--- src/rtl/urrb_pkg.sv ---
// ----------------------------------------------------------------------------
// urrb_pkg
// Types and codes shared by the serial receive ring buffer modules.
// ----------------------------------------------------------------------------
package urrb_pkg;

    localparam int CMD_W     = 3;
    localparam int BYTE_W    = 8;
    localparam int COUNT_W   = 6;
    localparam int CFG_IDX_W = 1;
    localparam int CFG_DAT_W = 1;

    localparam logic [CMD_W-1:0] CMD_RX   = 3'd0;
    localparam logic [CMD_W-1:0] CMD_POP  = 3'd1;
    localparam logic [CMD_W-1:0] CMD_PEEK = 3'd2;
    localparam logic [CMD_W-1:0] CMD_OVF  = 3'd3;
    localparam logic [CMD_W-1:0] CMD_TX   = 3'd4;

    localparam logic [CFG_IDX_W-1:0] CFG_LISTENING = 1'd0;
    localparam logic [CFG_IDX_W-1:0] CFG_INVERT    = 1'd1;

    typedef struct packed {
        logic [CMD_W-1:0]  cmd;
        logic [BYTE_W-1:0] byte_in;
    } t_in;

    typedef struct packed {
        logic [BYTE_W-1:0]  data_out;
        logic               data_valid;
        logic [COUNT_W-1:0] stored_count;
        logic               overflow_seen;
        logic [BYTE_W-1:0]  tx_byte;
        logic               tx_valid;
    } t_out;

    // controller to datapath
    typedef struct packed {
        logic capture;
        logic read;
        logic exec;
    } t_dp_cmd;

endpackage

--- src/rtl/urrb_ctrl.sv ---
// ----------------------------------------------------------------------------
// urrb_ctrl
// Sequencer: capture, memory read, commit and result strobe.
// ----------------------------------------------------------------------------
module urrb_ctrl (
    input  logic              i_clk,
    input  logic              i_rst_n,
    input  logic              i_start,
    output logic              o_busy,
    output logic              o_result_valid,
    output urrb_pkg::t_dp_cmd o_dp_cmd
);
    import urrb_pkg::*;

    typedef enum logic [1:0] {
        S_IDLE,
        S_READ,
        S_EXEC
    } t_state;

    t_state r_state, n_state;
    logic   r_done;

    always_comb begin
        n_state = r_state;
        case (r_state)
            S_IDLE: begin
                if (i_start) n_state = S_READ;
            end
            S_READ:  n_state = S_EXEC;
            S_EXEC:  n_state = S_IDLE;
            default: n_state = S_IDLE;
        endcase
    end

    always_ff @(posedge i_clk) begin
        if (!i_rst_n) begin
            r_state <= S_IDLE;
            r_done  <= 1'b0;
        end else begin
            r_state <= n_state;
            r_done  <= (r_state == S_EXEC);
        end
    end

    assign o_busy           = (r_state != S_IDLE);
    assign o_result_valid   = r_done;
    assign o_dp_cmd.capture = i_start && (r_state == S_IDLE);
    assign o_dp_cmd.read    = (r_state == S_READ);
    assign o_dp_cmd.exec    = (r_state == S_EXEC);

`ifndef SYNTHESIS
    a_accept_busy: assert property (@(posedge i_clk) disable iff (!i_rst_n)
        i_start && !o_busy |=> o_busy)
        else $error("accepted transaction did not raise busy");
    a_strobe_after_exec: assert property (@(posedge i_clk) disable iff (!i_rst_n)
        r_done |-> $past(r_state == S_EXEC))
        else $error("result strobe without commit");
    a_single_strobe: assert property (@(posedge i_clk) disable iff (!i_rst_n)
        r_done |=> !r_done)
        else $error("result strobe held for two cycles");
    a_exec_after_read: assert property (@(posedge i_clk) disable iff (!i_rst_n)
        o_dp_cmd.read |=> o_dp_cmd.exec)
        else $error("memory read not followed by commit");
`endif

endmodule

--- src/rtl/urrb_datapath.sv ---
// ----------------------------------------------------------------------------
// urrb_datapath
// Byte store, pointers, overflow flag, configuration and result register.
// ----------------------------------------------------------------------------
module urrb_datapath #(
    parameter int BUF_DEPTH = 64
) (
    input  logic                               i_clk,
    input  logic                               i_rst_n,
    input  urrb_pkg::t_dp_cmd                  i_dp_cmd,
    input  urrb_pkg::t_in                      i_item,
    input  logic                               i_cfg_valid,
    input  logic [urrb_pkg::CFG_IDX_W-1:0]     i_cfg_index,
    input  logic [urrb_pkg::CFG_DAT_W-1:0]     i_cfg_data,
    output urrb_pkg::t_out                     o_result
);
    import urrb_pkg::*;

    localparam int PTR_W = (BUF_DEPTH > 2) ? $clog2(BUF_DEPTH) : 1;
    localparam int CW    = (PTR_W + 1 > COUNT_W) ? PTR_W + 1 : COUNT_W;
    localparam logic [PTR_W-1:0] LAST_PTR = PTR_W'(BUF_DEPTH - 1);
    localparam logic [CW-1:0]    DEPTH_CW = CW'(BUF_DEPTH);

    logic [BYTE_W-1:0] r_mem [BUF_DEPTH];
    logic [BYTE_W-1:0] r_rd_data;
    t_in               r_item;
    t_out              r_out, n_out;
    logic [PTR_W-1:0]  r_rp, n_rp, r_wp, n_wp, wp_next;
    logic              r_ovf, n_ovf;
    logic              r_listening, r_invert;
    logic              mem_we;
    logic [BYTE_W-1:0] byte_v;
    logic [CW-1:0]     rp_x, wp_x, cnt;

    assign byte_v  = r_item.byte_in ^ {BYTE_W{r_invert}};
    assign wp_next = (r_wp == LAST_PTR) ? '0 : r_wp + 1'b1;

    always_comb begin
        n_rp   = r_rp;
        n_wp   = r_wp;
        n_ovf  = r_ovf;
        mem_we = 1'b0;
        n_out  = '0;
        case (r_item.cmd)
            CMD_RX: begin
                if (r_listening) begin
                    if (wp_next != r_rp) begin
                        mem_we = 1'b1;
                        n_wp   = wp_next;
                    end else begin
                        n_ovf = 1'b1;
                    end
                end
            end
            CMD_POP, CMD_PEEK: begin
                if (r_listening && (r_rp != r_wp)) begin
                    n_out.data_out   = r_rd_data;
                    n_out.data_valid = 1'b1;
                    if (r_item.cmd == CMD_POP) begin
                        n_rp = (r_rp == LAST_PTR) ? '0 : r_rp + 1'b1;
                    end
                end
            end
            CMD_OVF: begin
                n_out.overflow_seen = r_ovf;
                n_ovf               = 1'b0;
            end
            CMD_TX: begin
                n_out.tx_byte  = byte_v;
                n_out.tx_valid = 1'b1;
            end
            default: ;
        endcase
        // count after this step, wrapped to the field width
        rp_x = CW'(n_rp);
        wp_x = CW'(n_wp);
        cnt  = (wp_x >= rp_x) ? (wp_x - rp_x) : (wp_x + DEPTH_CW - rp_x);
        n_out.stored_count = r_listening ? cnt[COUNT_W-1:0] : '0;
    end

    always_ff @(posedge i_clk) begin
        if (i_dp_cmd.capture) r_item <= i_item;
        if (i_dp_cmd.read) r_rd_data <= r_mem[r_rp];
        if (i_dp_cmd.exec && mem_we) r_mem[r_wp] <= byte_v;
        if (i_dp_cmd.exec) r_out <= n_out;
    end

    always_ff @(posedge i_clk) begin
        if (!i_rst_n) begin
            r_rp        <= '0;
            r_wp        <= '0;
            r_ovf       <= 1'b0;
            r_listening <= 1'b0;
            r_invert    <= 1'b0;
        end else begin
            if (i_dp_cmd.exec) begin
                r_rp  <= n_rp;
                r_wp  <= n_wp;
                r_ovf <= n_ovf;
            end
            if (i_cfg_valid) begin
                case (i_cfg_index)
                    CFG_LISTENING: r_listening <= i_cfg_data[0];
                    CFG_INVERT:    r_invert    <= i_cfg_data[0];
                    default: ;
                endcase
            end
        end
    end

    assign o_result = r_out;

`ifndef SYNTHESIS
    a_rp_range: assert property (@(posedge i_clk) disable iff (!i_rst_n)
        r_rp <= LAST_PTR)
        else $error("read pointer past end of store");
    a_wp_range: assert property (@(posedge i_clk) disable iff (!i_rst_n)
        r_wp <= LAST_PTR)
        else $error("write pointer past end of store");
    a_ptr_hold: assert property (@(posedge i_clk) disable iff (!i_rst_n)
        !i_dp_cmd.exec |=> $stable(r_rp) && $stable(r_wp))
        else $error("pointer moved outside commit");
`endif

endmodule

--- src/rtl/uart_receive_ring_buffer_unit.sv ---
// ----------------------------------------------------------------------------
// uart_receive_ring_buffer_unit
// Serial receive ring buffer, one slot kept empty, with transmit pass-through.
// ----------------------------------------------------------------------------
// sequence: capture at the accepting edge, store read, commit and result strobe
// no new transaction is accepted until the commit; o_busy is high meanwhile
// the registered read port of the byte store sets the store read step
// results are strobed for one cycle and cannot be stalled
// synchronous reset clears pointers, overflow flag and configuration
module uart_receive_ring_buffer_unit #(
    parameter int BUF_DEPTH = 64
) (
    input  logic                           i_clk,
    input  logic                           i_rst_n,
    input  logic                           i_start,
    output logic                           o_busy,
    input  urrb_pkg::t_in                  i_item,
    output logic                           o_result_valid,
    output urrb_pkg::t_out                 o_result,
    input  logic                           i_cfg_valid,
    output logic                           o_cfg_ready,
    input  logic [urrb_pkg::CFG_IDX_W-1:0] i_cfg_index,
    input  logic [urrb_pkg::CFG_DAT_W-1:0] i_cfg_data
);
    import urrb_pkg::*;

    t_dp_cmd dp_cmd;

    assign o_cfg_ready = 1'b1;

    urrb_ctrl u_ctrl (
        .i_clk          (i_clk),
        .i_rst_n        (i_rst_n),
        .i_start        (i_start),
        .o_busy         (o_busy),
        .o_result_valid (o_result_valid),
        .o_dp_cmd       (dp_cmd)
    );

    urrb_datapath #(
        .BUF_DEPTH (BUF_DEPTH)
    ) u_datapath (
        .i_clk       (i_clk),
        .i_rst_n     (i_rst_n),
        .i_dp_cmd    (dp_cmd),
        .i_item      (i_item),
        .i_cfg_valid (i_cfg_valid && o_cfg_ready),
        .i_cfg_index (i_cfg_index),
        .i_cfg_data  (i_cfg_data),
        .o_result    (o_result)
    );

endmodule
--- config.mk ---
export PLATFORM = sky130hd
export DESIGN_NAME = uart_receive_ring_buffer_unit
export DESIGN_NICKNAME = d
export VERILOG_FILES = /design/src/rtl/urrb_pkg.sv /design/src/rtl/urrb_ctrl.sv /design/src/rtl/urrb_datapath.sv /design/src/rtl/uart_receive_ring_buffer_unit.sv
export SDC_FILE = /design/constraint.sdc
export NUM_CORES = 1
export LEC_CHECK = 0
export BUFFER_PORTS_ARGS = -buffer_cell sky130_fd_sc_hd__buf_2
export CORE_AREA = 10 10 214 216
export DETAILED_ROUTE_END_ITERATION = 7
export DIE_AREA = 0 0 224 226
export PLACE_DENSITY = 0.81
export SETUP_SLACK_MARGIN = 0.5
export SYNTH_ARGS = -nofsm -noshare
export SYNTH_HDL_FRONTEND = slang
export SYNTH_HIERARCHICAL = 1
export SYNTH_SLANG_ARGS = --single-unit
export TNS_END_PERCENT = 100
--- constraint.sdc ---
create_clock -name i_clk -period 3.33 [get_ports i_clk]
set_input_delay 0.666 -clock i_clk [delete_from_list [all_inputs] [get_ports i_clk]]
set_output_delay 0.666 -clock i_clk [all_outputs]
set_load 0.005 [all_outputs]
* Word level (Yosys, flattened, before mapping)
Memory sizes are Yosys's and may differ from the RTL's. A register that Yosys moved wholly into a read port is not among the register bits. Index checks and enable logic that the tools add are counted.
Operators by class: reduce and logical (&&, ||, !) cells 12, eq/ne operators 13, $lt $le $gt $ge 1, muxes and demuxes 21, add/sub/neg operators 5, bitwise gates (word level) 2
Operator list (number):
- $mux W6 | 9
- $add A6 B1 Y6 const B | 3
- $eq A6 B6 Y1 const B | 2
- $ne A6 B6 Y1 | 2
- $sub A6 B6 Y6 | 2
- $mux W1 | 9
- $xor A8 B8 Y8 | 1
- $eq A3 B2 Y1 const B | 2
- $ge A6 B6 Y1 | 1
- $reduce_and A2 Y1 | 3
- $ne A2 B2 Y1 const B | 2
- $pmux W2 S2 | 1
- $reduce_and A4 Y1 | 1
- $reduce_bool A2 Y1 | 2
- $eq A3 B1 Y1 const B | 1
- $eq A3 B3 Y1 const B | 1
- $logic_and A1 B1 Y1 | 3
- $logic_not A3 Y1 | 1
- $eq A2 B1 Y1 const B | 1
- $eq A2 B2 Y1 const B | 1
- $logic_not A2 Y1 | 1
- $mux W2 | 1
- $ne A2 B1 Y1 const B | 1
- $pmux W1 S2 | 1
- other kinds (2) | 2
Storage, ports and cells: memory bits (writable) 512, word-level logic and storage cells 70, memories 1, bits of input ports 17, bits in registers 54, output and inout port bits 28
Memories:
- u_datapath.r_mem | depth 64, bits a word 8, read ports 1, clocked after Yosys merged registers in 1, wr ports 1, line urrb_datapath.sv:24 | logic [BYTE_W-1:0] r_mem [BUF_DEPTH];

* Logic depth before layout (Yosys ltp)
depth after elaboration 9, depth in mapped cells 17, mapped depth without buffers 16

* Hierarchy
The synthesis kept the hierarchy.
By module, submodules not included:
- urrb_datapath | sequential area each 16996.3 um^2, times used 1, area an instance 22838.2 um^2, cells an instance 1136
- urrb_ctrl | sequential area each 60.1 um^2, times used 1, area an instance 131.4 um^2, cells an instance 11
- uart_receive_ring_buffer_unit | sequential area each 0.0 um^2, times used 1, area an instance 11.3 um^2, cells an instance 2

* Worst setup path after synthesis
OpenSTA, ideal clock, no wires.
path type flip-flop to flip-flop, from reg u_datapath.r_wp[0], to reg u_datapath.r_out (netlist bit u_datapath/o_result[15]) (data pin), setup slack -205 ps, data required time 3068 ps, period minus slack after synthesis 3535 ps, arrival 3273 ps, path buffers 0, stages on the path, launching flop included 17, setup time 262 ps, cell sequence dfxtp_1 > ha_1 > nand2_1 > o21ba_2 > xor2_1 > and4bb_4 > a21oi_1 > mux2i_1 > inv_1 > ha_1 > nor2b_1 > o31a_1 > o21a_1 > nor2_1 > xnor2_1 > nand3_1 > nor3b_1
Between the ends: cells in the longest elaborated chain, start to end 9, elaborated cells between the ends (all ways) 16, classes of those cells add/sub (4); order compare (1); eq/ne (3); mux (7); reduce/logical (1)
RTL lines:
- start, declared | line urrb_datapath.sv:28 | logic [PTR_W-1:0] r_rp, n_rp, r_wp, n_wp, wp_next;
- start signal, assigned | line urrb_datapath.sv:98 | r_wp <= n_wp;
- $add A6 B1 Y6 or $eq A6 B6 Y1 (tied branches) | line urrb_datapath.sv:36 | assign wp_next = (r_wp == LAST_PTR) ? '0 : r_wp + 1'b1;
- $mux W6 (*) | line urrb_datapath.sv:36
- $ne A6 B6 Y1 | line urrb_datapath.sv:47 | if (wp_next != r_rp) begin
- $mux W6 (*) | line urrb_datapath.sv:47
- $mux W6 (*) | line urrb_datapath.sv:46 | if (r_listening) begin
- $mux W6 (*) | line urrb_datapath.sv:44 | case (r_item.cmd)
- via u_datapath.n_wp[1] | line urrb_datapath.sv:28
- $add A6 B1 Y6 | line urrb_datapath.sv:77 | cnt = (wp_x >= rp_x) ? (wp_x - rp_x) : (wp_x + DEPTH_CW - rp_x);
- $sub A6 B6 Y6 | line urrb_datapath.sv:77
- $mux W6 (*) | line urrb_datapath.sv:77
- end signal, assigned | line urrb_datapath.sv:85 | if (i_dp_cmd.exec) r_out <= n_out;
- end, declared | line urrb_datapath.sv:27 | t_out r_out, n_out;
The timed path passes the listed nets; every way through them passes the cells marked *. A chain may end at the register's enable or synchronous reset.

* Worst setup path in the final report
Ends and elaborated chain as after synthesis.

==> impl_metrics.py <==
metrics = {
    "sta": {
        "hold_ws_ns": 0.2608,
        "clock.fmax_ghz": 0.2949,
        "timing.setup.tns_ns": -0.06148,
        "layout_min_cycle_time_ns": 3.391,
        "worst_pin_slew_ns": 1.058,
        "setup_viol_count_final": 1,
        "post-route-period-util_pct": 101.8,
        "hold_violations": 0,
        "timing.slew.headroom_pct": 29.23,
        "setup_slack_ns": -0.06148,
        "rsz0062_at_grt": "true",
        "drv_slew": 0,
        "finalClockSkew_ns": 0.01932,
    },
    "critical_path": {
        "crit_arrival_ns": 3.71,
        "cp-startpoint": "u_datapath/r_wp[0]",
        "reg2regPathDepth": 16,
        "r2r_end": "u_datapath/o_result[15]",
        "cp-endpoint": "u_datapath/o_result[15]",
        "critPathKind": "reg2reg",
        "crit_family": "simple AND/OR/NAND/NOR gates",
        "r2r_start": "u_datapath/r_wp[0]",
        "cp.depth": 16,
        "slowest_delay_ns": 0.37,
        "slowest_stage": "dfxtp_4",
        "cp_cell_sequence": "ha_4 -> nand2_2 -> o21ba_4 -> xor2_1 -> and4bb_4 -> a21oi_4 -> mux2i_2 -> inv_1 -> ha_1 -> nor2b_1 -> o31a_1 -> o21a_1 -> nor2_2 -> xnor2_2 -> nand3_1 -> nor3b_1",
        "path_buf_inv": 1,
        "cp-start-kind": "flop",
        "cp_max_fo": 5,
        "reg2reg_slack_ns": -0.06,
        "required_ns": 3.65,
        "endpoint_kind": "flop",
    },
    "clock_network": {
        "cts.sinks": 574,
        "clkLatencyLatePin_ns": 0.59,
        "cts_buffer_depth": 3,
        "postCtsHoldBufs": 0,
        "htree_levels": 2,
        "cts_tree": "built",
        "cts_made_buffers": 53,
        "root_buffer": "clkbuf_16",
        "path_clk_slew_ns": 0.06,
    },
    "floorplanning": {
        "die_x_um": 224,
        "coreArea_um2": 41570,
        "initial_core_util_pct": 55.28,
        "pin_count": 45,
        "die_h_um": 226,
        "rows": 75,
        "dieArea_um2": 50620,
    },
    "power": {
        "power_mw": 14.81,
        "power_density_nw_per_um2": 538.6,
        "peakVddDrop_mv": 0.4996,
        "leakage_nw": 8.678,
    },
    "placed_design": {
        "pre_cts_slack_ns": -0.07185,
        "port_buffers": 43,
        "gp_congestion": 0.8714,
        "hpwlAfterDp_um": 30510,
    },
    "yosys": {
        "ys_ff_latch": 574,
        "synthesis.area_um2": 22980,
        "synth_edf_count": 556,
        "synthCells": 1149,
        "synth_common_cells": "edfxtp_1 (556), mux4_2 (142), nor2_1 (82)",
        "synthesis.nets": 1174,
        "synth-warning-count": 6,
        "ys_seq_area_share_pct": 74.22,
        "avgSynthCellArea_um2": 20.00,
        "synth.distinct_cells": 68,
        "synth_most_common_cell": "edfxtp_1",
        "synth_top_cell_area_share_pct": 72.65,
        "synthArstFlopShare_pct": 0,
        "synth.largest_area_cell": "edfxtp_1",
        "yosys-top-cells-area": "edfxtp_1 (73%), mux4_2 (14%), mux2i_1 (1.8%)",
        "synthFlopType": "edfxtp_1",
    },
    "cells_and_area": {
        "fillers": 2440,
        "nets": 1349,
        "drive_gt1_share_pct": 38.55,
        "area_growth_pct": 19.63,
        "n_antenna_cell": 0,
    },
    "status": {
        "violations": "negative setup slack",
        "outcome": "finished with violations",
    },
    "global_routing": {
        "grt_pass1_wl_um": 78070,
        "grt-ovfl-total": 0,
        "grt_pass1_vias": 12170,
        "grt_usage_pct": 20.63,
        "antenna_found_initial": 0,
        "grt_max_degree": 101,
    },
    "routing": {
        "via_per_inst": 6.322,
        "wl_per_cell_um": 27.84,
        "vias": 12050,
        "drt_iter0_markers": 1633,
        "routed_wl_um": 53070,
        "antenna_left": 0,
        "drc": 0,
        "first_pass_iters": 6,
    },
    "flow_run": {
        "drv_cap": 0,
    },
    "worst_hold_path": {
        "hp-class": "in2reg",
    },
}
## final cells by class
class	instances	area, um^2	area share, %
sequential	574	17070	62.11
multi-input combinational	492	6155	22.39
timing repair buffer	193	1689	6.144
clock buffer	64	1410	5.129
tap	539	674.4	2.453
clock inverter	34	451.7	1.643
inverter	10	37.54	0.1365
## cell families after synthesis
| family | after synthesis | share of synthesized area (%) |
|---|---|---|
| xor+xnor | 29 | 1.105 |
| compound gates | 79 | 2.483 |
| fa+ha+maj | 8 | 0.4682 |
| simple gates | 189 | 4.214 |
| mux | 186 | 15.84 |
| other cells | 1 | 0.01632 |
| flops | 574 | 74.22 |
| buf+inv | 83 | 1.650 |
## where the power goes
group | switching [mW] | leakage, nW | internal (mW)
Clock | 2.57 | 0.897 | 3.87
Sequential | 0.0189 | 5.18 | 8.04
Combinational | 0.253 | 2.61 | 0.0558
## per-layer routing
layer  part of all wire [%]  up-vias  track usage (%)
li1                       -     5038                -
met4                    3.6        0            7.043
met5                      0        -                0
met1                     38     6177            27.31
met3                    8.3      130            3.425
met2                     50      704            34.35
## flip-flops by register name, indices dropped and copies added (netlist names)
register,cells
u_ctrl/o_result_valid,1
u_ctrl/r_state,2
u_datapath/o_result,25
u_datapath/r_invert,1
u_datapath/r_item,11
u_datapath/r_listening,1
u_datapath/r_mem,512
u_datapath/r_ovf,1
u_datapath/r_rd_data,8
u_datapath/r_rp,6
u_datapath/r_wp,6
## stage by stage
step / util (%) / instance area, um^2 / cells
global placement: 59.62 / 24790 / 1795
global route: 66.13 / 27490 / 1906
CTS: 65.18 / 27100 / 1898
detailed placement: 59.62 / 24790 / 1795
floorplan: - / 23060 / 1149
finish: 66.13 / 27490 / 1906
## placed cells by master (no fill, tap or decap), drive strengths merged, types with 3 or more instances in the layout
cell,synthesis,final
a21oi,12,12
o21ai,14,14
o21a,4,4
nand3b,3,3
xnor2,10,10
nand2,31,31
xor2,19,19
nor2,82,82
or3,3,3
or4b,3,3
o211ai,3,3
buf,45,193
dfxtp,18,18
clkinvlp,0,5
a21o,4,4
bufinv,0,11
o31ai,3,3
clkinv,0,17
and3,10,10
mux2i,42,42
ha,7,7
or2,3,3
edfxtp,556,556
nand3,11,11
mux4,142,142
a22oi,7,7
nor3,3,3
inv,10,11
a221oi,16,16
nor2b,9,9
clkbuf,28,64
and2,12,12
## worst min-delay path by stage
stage	start	endpoint	slack (ns)	cells after the start
2_1_floorplan	u_datapath/r_ovf	u_datapath/r_ovf	0.45	2
3_3_place_gp	u_datapath/r_ovf	u_datapath/r_ovf	0.49	2
3_5_place_dp	u_datapath/r_ovf	u_datapath/r_ovf	0.53	2
4_1_cts	i_item[1]	u_datapath/r_item[1]	0.25	1
5_1_grt	i_item[2]	u_datapath/r_item[2]	0.24	1
6_report	i_item[1]	u_datapath/r_item[1]	0.26	1
## what timing repair did
action,4_1_cts,5_1_grt
gates resized for setup,104,84
setup endpoints to repair,468,514
setup buffers,5,8
pin swaps,21,24
No activity file was read; power rests on OpenSTA's default activity.
